`src/sv/asu_pkg.sv`:
```
// Types, constants and helper functions of the Alzette SPN layer unit.
package asu_pkg;

  localparam int unsigned WordW    = 32;
  localparam int unsigned NumSteps = 4;

  localparam logic [WordW-1:0] BoxConstReset = 32'hb7e15162;

  // Rotate amounts of the four forward box steps: y += rotr(x, a); x ^= rotr(y, b).
  localparam int unsigned RotA [NumSteps] = '{31, 17, 0, 23};
  localparam int unsigned RotB [NumSteps] = '{24, 17, 31, 16};

  localparam int unsigned LinRot = 7;

  typedef enum logic [1:0] {
    CmdBoxFwd = 2'd0,
    CmdBoxInv = 2'd1,
    CmdLinFwd = 2'd2,
    CmdLinInv = 2'd3
  } asu_cmd_e;

  typedef struct packed {
    asu_cmd_e         cmd;
    logic [WordW-1:0] x;
    logic [WordW-1:0] y;
    logic [WordW-1:0] z;
    logic [WordW-1:0] w;
  } asu_item_t;

  function automatic logic [WordW-1:0] rotr(input logic [WordW-1:0] v, input int unsigned n);
    logic [2*WordW-1:0] dbl;
    dbl = {v, v} >> (n % WordW);
    return dbl[WordW-1:0];
  endfunction

endpackage

```
`src/sv/asu_stage.sv`:
```
// One pipeline stage: a single forward or inverse ARX box step plus its item register; linear commands pass unchanged.
module asu_stage #(
  parameter int unsigned StepIdx = 0
) (
  input  logic                    clk_i,
  input  logic                    rst_ni,
  input  logic [asu_pkg::WordW-1:0] k_i,
  input  logic                    valid_i,
  output logic                    ready_o,
  input  asu_pkg::asu_item_t      item_i,
  output logic                    valid_o,
  input  logic                    ready_i,
  output asu_pkg::asu_item_t      item_o
);
  import asu_pkg::*;

  // The inverse box undoes the forward steps in reverse order.
  localparam int unsigned FwdIdx = StepIdx;
  localparam int unsigned InvIdx = NumSteps - 1 - StepIdx;

  logic               valid_q;
  asu_item_t          item_q;
  asu_item_t          item_d;
  logic [WordW-1:0]   fy1;
  logic [WordW-1:0]   fx1;
  logic [WordW-1:0]   iy1;
  logic [WordW-1:0]   ix1;

  always_comb begin
    fy1 = item_i.y + rotr(item_i.x, RotA[FwdIdx]);
    fx1 = item_i.x ^ rotr(fy1, RotB[FwdIdx]);
    iy1 = item_i.y ^ k_i;
    ix1 = item_i.x ^ rotr(iy1, RotB[InvIdx]);

    item_d = item_i;
    case (item_i.cmd)
      CmdBoxFwd: begin
        item_d.x = fx1;
        item_d.y = fy1 ^ k_i;
      end
      CmdBoxInv: begin
        item_d.x = ix1;
        item_d.y = iy1 - rotr(ix1, RotA[InvIdx]);
      end
      default: begin
        item_d = item_i;
      end
    endcase
  end

  assign ready_o = !valid_q || ready_i;

  always_ff @(posedge clk_i or negedge rst_ni) begin
    if (!rst_ni) begin
      valid_q <= 1'b0;
    end else if (ready_o) begin
      valid_q <= valid_i;
    end
  end

  always_ff @(posedge clk_i) begin
    if (ready_o && valid_i) begin
      item_q <= item_d;
    end
  end

  assign valid_o = valid_q;
  assign item_o  = item_q;

endmodule

```
`src/sv/alzette_spn_layer_unit_core.sv`:
```
// Top level of the Alzette SPN layer unit: linear layer and four-stage ARX box pipeline.
//
//   Channel   Direction  Handshake              Payload
//   in        sink       in_valid_i/in_ready_o  command_i, word_x_i..word_w_i
//   out       source     out_valid_o/out_ready_i out_x_o..out_w_o
//   cfg       sink       cfg_we_i               cfg_wdata_i (box constant)
//
// An item accepted into the first stage register moves through the four ARX step stage
// registers in order, one register per ARX step stage, and raises out_valid_o from the last.
// While the output does not stall, one item may enter in every cycle; throughput is one item per cycle.
// The linear layer commands are worked out ahead of the first stage and ride along.
// When the output stalls, the stages fill up and in_ready_o drops once all four are full.
// Reset empties the pipeline and loads the box constant with its default value.
module alzette_spn_layer_unit_core (
  input  logic                      clk_i,
  input  logic                      rst_ni,
  input  logic                      in_valid_i,
  output logic                      in_ready_o,
  input  logic [1:0]                command_i,
  input  logic [asu_pkg::WordW-1:0] word_x_i,
  input  logic [asu_pkg::WordW-1:0] word_y_i,
  input  logic [asu_pkg::WordW-1:0] word_z_i,
  input  logic [asu_pkg::WordW-1:0] word_w_i,
  output logic                      out_valid_o,
  input  logic                      out_ready_i,
  output logic [asu_pkg::WordW-1:0] out_x_o,
  output logic [asu_pkg::WordW-1:0] out_y_o,
  output logic [asu_pkg::WordW-1:0] out_z_o,
  output logic [asu_pkg::WordW-1:0] out_w_o,
  input  logic                      cfg_we_i,
  input  logic [asu_pkg::WordW-1:0] cfg_wdata_i
);
  import asu_pkg::*;

  logic [WordW-1:0] box_const_q;
  asu_item_t        lin_item;
  asu_item_t        stage_item  [NumSteps+1];
  logic             stage_valid [NumSteps+1];
  logic             stage_ready [NumSteps+1];
  logic [WordW-1:0] mix_a;
  logic [WordW-1:0] mix_b;
  logic [WordW-1:0] mix_t;

  always_ff @(posedge clk_i or negedge rst_ni) begin
    if (!rst_ni) begin
      box_const_q <= BoxConstReset;
    end else if (cfg_we_i) begin
      box_const_q <= cfg_wdata_i;
    end
  end

  // The forward layer mixes x,y into z,w; the inverse mixes z,w into x,y.
  always_comb begin
    mix_a = (command_i == CmdLinFwd) ? word_x_i : word_z_i;
    mix_b = (command_i == CmdLinFwd) ? word_y_i : word_w_i;
    mix_t = rotr(mix_a ^ mix_b, LinRot);

    lin_item.cmd = asu_cmd_e'(command_i);
    lin_item.x   = word_x_i;
    lin_item.y   = word_y_i;
    lin_item.z   = word_z_i;
    lin_item.w   = word_w_i;
    case (asu_cmd_e'(command_i))
      CmdLinFwd: begin
        lin_item.x = word_z_i ^ mix_a ^ mix_t;
        lin_item.y = word_w_i ^ mix_b ^ mix_t;
        lin_item.z = word_x_i;
        lin_item.w = word_y_i;
      end
      CmdLinInv: begin
        lin_item.x = word_z_i;
        lin_item.y = word_w_i;
        lin_item.z = word_x_i ^ mix_a ^ mix_t;
        lin_item.w = word_y_i ^ mix_b ^ mix_t;
      end
      default: begin
        lin_item.x = word_x_i;
      end
    endcase
  end

  assign stage_item[0]  = lin_item;
  assign stage_valid[0] = in_valid_i;
  assign in_ready_o     = stage_ready[0];

  for (genvar i = 0; i < NumSteps; i++) begin : g_stage
    asu_stage #(
      .StepIdx(i)
    ) u_stage (
      .clk_i  (clk_i),
      .rst_ni (rst_ni),
      .k_i    (box_const_q),
      .valid_i(stage_valid[i]),
      .ready_o(stage_ready[i]),
      .item_i (stage_item[i]),
      .valid_o(stage_valid[i+1]),
      .ready_i(stage_ready[i+1]),
      .item_o (stage_item[i+1])
    );
  end

  assign stage_ready[NumSteps] = out_ready_i;
  assign out_valid_o           = stage_valid[NumSteps];
  assign out_x_o               = stage_item[NumSteps].x;
  assign out_y_o               = stage_item[NumSteps].y;
  assign out_z_o               = stage_item[NumSteps].z;
  assign out_w_o               = stage_item[NumSteps].w;

endmodule

```
`config.mk`:
```
export PLATFORM = sky130hd
export DESIGN_NAME = alzette_spn_layer_unit_core
export DESIGN_NICKNAME = d
export VERILOG_FILES = /design/src/sv/asu_pkg.sv /design/src/sv/asu_stage.sv /design/src/sv/alzette_spn_layer_unit_core.sv
export SDC_FILE = /design/constraint.sdc
export NUM_CORES = 2
export LEC_CHECK = 0
export BUFFER_PORTS_ARGS = -buffer_cell sky130_fd_sc_hd__buf_2
export CORE_MARGIN = 1.5
export CORE_UTILIZATION = 53
export CTS_CLUSTER_SIZE = 10
export DETAILED_ROUTE_END_ITERATION = 16
export GPL_TIMING_DRIVEN = 0
export PLACE_DENSITY_LB_ADDON = 0.3
export SYNTH_ARGS = -nofsm -noshare
export SYNTH_HDL_FRONTEND = slang
export SYNTH_SLANG_ARGS = --single-unit
export TNS_END_PERCENT = 5
```
`constraint.sdc`:
```
create_clock -name clk_i -period 7.5 [get_ports clk_i]
set_clock_uncertainty 0.2 [all_clocks]
set_input_delay 2.25 -clock clk_i [delete_from_list [all_inputs] [get_ports clk_i]]
set_output_delay 2.25 -clock clk_i [all_outputs]
set_load 0.02 [all_outputs]
```
* Word level (Yosys, flattened, before mapping) *
Index checks and enable logic that the tools add are counted.

word-level totals
  register bits = 554
  input port bits = 167
  output and inout bits = 130
  word-level logic and storage cells = 87

cells by class
  add/subtract/negate cells = 8
  equality and inequality tests = 6
  mux-type cells = 8
  bitwise operators = 25
  reductions and logical operators = 16

operators with widths
  operator            count
  $xor 32x32->32      25
  $pmux 64 s2         4
  $pmux 96 s2         1
  $add 32x32->32      4
  $sub 32x32->32      4
  $mux 32             2
  $pmux 32 s2         1
  $eq 2x1->1 const B  4
  $logic_not 2->1     4
  $eq 2x2->1 const B  2
  $logic_and 1x1->1   4
  $logic_not 1->1     4
  $logic_or 1x1->1    4

* Depth between registers and ports, before layout *
  word-level depth = 9
  mapped depth = 27
  gate-level depth less buffers = 23

* By module *
A second synthesis with hierarchy kept.

second synthesis, totals
  cell total of the unflattened synthesis = 5216
  area total of the unflattened synthesis = 48398.9 um2

by module, submodules not included
  module                           instances  cells an instance  area an instance (um2)  seq. area each (um2)
  asu_stage at g_stage[1].u_stage  1          969                9776.9                  3928.8
  asu_stage at g_stage[0].u_stage  1          947                9714.3                  3928.8
  asu_stage at g_stage[2].u_stage  1          943                9701.8                  3928.8
  asu_stage at g_stage[3].u_stage  1          929                9634.2                  3928.8
  alzette_spn_layer_unit_core      1          1428               9571.7                  820.8

* Least setup slack after synthesis *
OpenSTA, ideal clock, no wires.

  kind = input -> register
  from = input port out_ready_i
  to = register g_stage[3].u_stage.item_q (netlist bit g_stage[3].u_stage.item_o[0]), enable pin
  setup time = 0.632 ns
  arrival = 7.990 ns
  required time = 6.668 ns
  setup slack = -1.322 ns
  stages on the path = 2
  buffers on the path = 0
  cells stage by stage = nor2b_1 > nor2b_1

between the ends
  longest elaborated chain between the ends = 2

ends and longest elaborated chain
  item                  RTL line                           RTL
  start, declared       alzette_spn_layer_unit_core.sv:25  input logic out_ready_i,
  $logic_or 1x1->1      asu_stage.sv:51                    assign ready_o = !valid_q || ready_i;
  $logic_and 1x1->1     asu_stage.sv:62                    if (ready_o && valid_i) begin
  end signal, assigned  asu_stage.sv:63                    item_q <= item_d;
  end, declared         asu_stage.sv:22                    asu_item_t item_q;

Every way passes these cells.
A chain may end at the register's enable or synchronous reset.

==> run metrics <==
GPL Wtd Cong=1.132; Pins Over Slew Limit=104; RSZ-0062 raised after global routing=yes; core box area=88370 um2; status=finished, violations left; die area=a little over 90000 um2; Cells after Synth=about 5300; Setup crit start kind=primary input; CP top delay family=compound AO/OA/AOI/OAI gates; worst hold path class=flop to flop; clk slew on worst S/H paths=0.05 ns; CP Max Fanout=6; CTS root buf=clkbuf_16; # Max-Cap Violations=11; IO Pins=between 200 and 300; Most used DFF post-synth=edfxtp_1; violated checks=max-capacitance violations, max-slew violations, negative setup slack; Worst setup EP type=flop; port buffer count=207; Final Total Pwr=22.24 mW; Post-synth EDFFs=between 500 and 600; Vias=about 46000; Vias/cell=6.808; hold_buf cts=0; Synth Cell Area=~47000 um2; nets=6003; Largest stage delay, worst path=between 0.8 and 0.9 ns; Worst-Skew Late Latency=0.65 ns; Placed Area=roughly 50000 um2; Initial DRC Count=roughly 7800; Synth async-reset ratio=under 10%; Synth area leader=edfxtp_1; CTS tree=yes; Detailed Place HPWL=around 170000 um; Die Wd=301.6 um; CTS max path bufs=3; clk sink count=approximately 550; total grt overflow=0; Critical Path RT=7.62 ns; Worst-Margin Slew=approximately 1.7 ns; FMAX=between 100 and 150 MHz; relative slew slack=-12.87%; final hold vios=0; Initial Util=a little over half; Synth-to-Final Area Change=13.09%; Rows=between 100 and 150; Seq/Total Area, Yosys=34.87%; worst-path cell chain=clkbuf_4 -> nand2b_1 -> buf_8 -> buf_12 -> buf_12 -> mux2i_4 -> o221ai_1 -> a21oi_4 -> xnor2_4 -> inv_2 -> xnor2_1 -> fa_1 -> o311ai_4 -> maj3_2 -> o21a_1 -> o21a_2 -> o21a_1 -> o21ai_1 -> xnor2_1 -> a222oi_1; Final Instance Count excl. Fillers=6790; Final Core Density=just over 60%; Die Y=approximately 300 um; R2R setup slack=between 0.9 and 1 ns; syn_area_per_cell=8.978 um2; fillers=approximately 7700; Netlist cell types=101; Final TNS setup=-2.074 ns; Critical Path AT=about 7.9 ns; time the worst path needs with I/O delays and setup=roughly 7.8 ns; YS warnings=0; first-pass GRT wire length=around 300000 um; largest net degree at the start of global routing=70; router iterations before antenna repair=7; total CTS buffers=69; Setup WS post-layout=-0.2809 ns; most frequent cells in the layout=518 x edfxtp_1, 482 x xnor2_1, 480 x nor2_1; Mapped Nets=roughly 5700; Buf+Inv Stages, Crit Path=5; Yosys reg bits=554; share of cells above drive strength 1=12.30%; H-Tree Depth=3; wire length per cell=approximately 33 um; number of global-route vias before repair=approximately 42000; antenna viol nets, final=0; largest cells by area after synthesis=edfxtp_1 33%, xnor2_1 9.2%, xor2_1 7.3%; leakage=approximately 21 nW; final setup vio count=19; Design Area, Final=approximately 53000 um2; placed cells=between 6000 and 7000; most common cell after layout, fill and taps aside=edfxtp_1; kind of critical path=primary input to flop; post-synth top area share=approximately 33%; critical path's slowest cell=a222oi_1; crit share post-route=103.7%; Max rail drop VDD=between 0.3 and 0.4 mV; Total Routed Length=221700 um; pwr/cell area=around 420 nW/um2; DRC Markers=0; gr usage total=~47%; antenna violations before repair=27
==> final cells by class <==
cell class,instances,area [um2],share of cell area [%]
Antenna cell,17,42.54,0.07961
Timing Repair Buffer,252,1550,2.901
Multi-Input combinational cell,4201,29700,55.57
Clock buffer,80,1768,3.308
Tap cell,1165,1458,2.728
Buffer,346,1623,3.037
Inverter,159,596.8,1.117
Sequential cell,554,16480,30.83
Clock inverter,16,229.0,0.4285
==> state kept, by name, summed over array words and instances, names as in the netlist <==
signal and cells:
g_stage.u_stage.item_o 518, box_const_q 32, g_stage.u_stage.valid_o 4
==> cell families (layout without fill, tap and decap cells) <==
kind of cell,count (synthesis),in the layout,synth area share [%]
AO/OA/AOI/OAI,1481,1481,19.98
AND/OR/NAND/NOR,1388,1388,13.10
XOR/XNOR,904,904,17.13
flip-flops,554,554,34.87
buffers and inverters,508,853,4.136
adder cells (fa/ha/maj),254,254,6.834
multiplexers,174,174,3.940
other,0,17,0
==> cell usage after synthesis (all sizes together) (20+ instances only) <==
master  number
edfxtp     518
xnor2      500
nor2       484
a21oi      461
nand2      444
xor2       393
o21ai      351
clkbuf     265
ha         246
inv        157
a21o       141
nand3      110
mux2i      106
nor3        85
buf         84
mux2        68
o22ai       59
nand2b      52
o21a        45
o21bai      45
o221ai      44
nor2b       43
and3        42
a31oi       40
a311oi      37
a211oi      36
o22a        29
or3         29
o211ai      27
o221a       27
nand4       23
and2        21
dfrtp       20
==> worst reg2reg max path: cells and delay by family, from the launching register on <==
kind	cells	cell delay, ns
XOR/XNOR	3	1.14
buffers and inverters	1	1.05
adder cells (fa/ha/maj)	1	0.35
flip-flops	1	0.51
AND/OR/NAND/NOR	3	0.26
AO/OA/AOI/OAI	10	2.81
==> what timing repair did <==
action,4_1_cts,5_1_grt
endpoints found under the setup margin,106,34
gates resized for setup,183,91
pin swaps,19,23
buffers inserted,22,13
==> metrics by stage <==
step | setup WS [ns] | hold slack (ns)
detailed placement | -3.913 | 0.2045
global placement | -4.031 | 0.2006
finish | -0.2809 | 0.2107
global route | -0.1541 | 0.2188
floorplan | -0.01865 | 0.2003
CTS | 0.0004095 | 0.2047
==> worst paths after layout <==
kind                                               startpoint                             to  cells past startpoint
worst max-delay path                             command_i[0]  g_stage[0].u_stage.item_o[78]                     20
worst min-delay path            g_stage[0].u_stage.item_o[22]  g_stage[1].u_stage.item_o[22]                      0
worst max register to register                 box_const_q[1]  g_stage[3].u_stage.item_o[95]                     18
worst min register to register  g_stage[0].u_stage.item_o[22]  g_stage[1].u_stage.item_o[22]                      0
max in group asynchronous                              rst_ni     g_stage[0].u_stage.valid_o                      1
min in group asynchronous                              rst_ni     g_stage[2].u_stage.valid_o                      1
==> metal layers <==
layer | up-vias | wire (um) | GRT usage [%]
li1 | 19550 | - | -
met1 | 21920 | 84560 | 63.50
met2 | 3901 | 86120 | 65.28
met3 | 843 | 36110 | 19.44
met4 | 19 | 14590 | 24.21
met5 | - | 293 | 0.7937
==> power by group <==
| part | internal, mW | total [mW] | switching [mW] | leakage (nW) |
|---|---|---|---|---|
| combinational | 5.23 | 14.1 | 8.82 | 14.9 |
| sequential | 4.39 | 5.17 | 0.777 | 5.43 |
| clock | 1.72 | 3.02 | 1.30 | 0.961 |
Power figures use the tool's default switching activity.
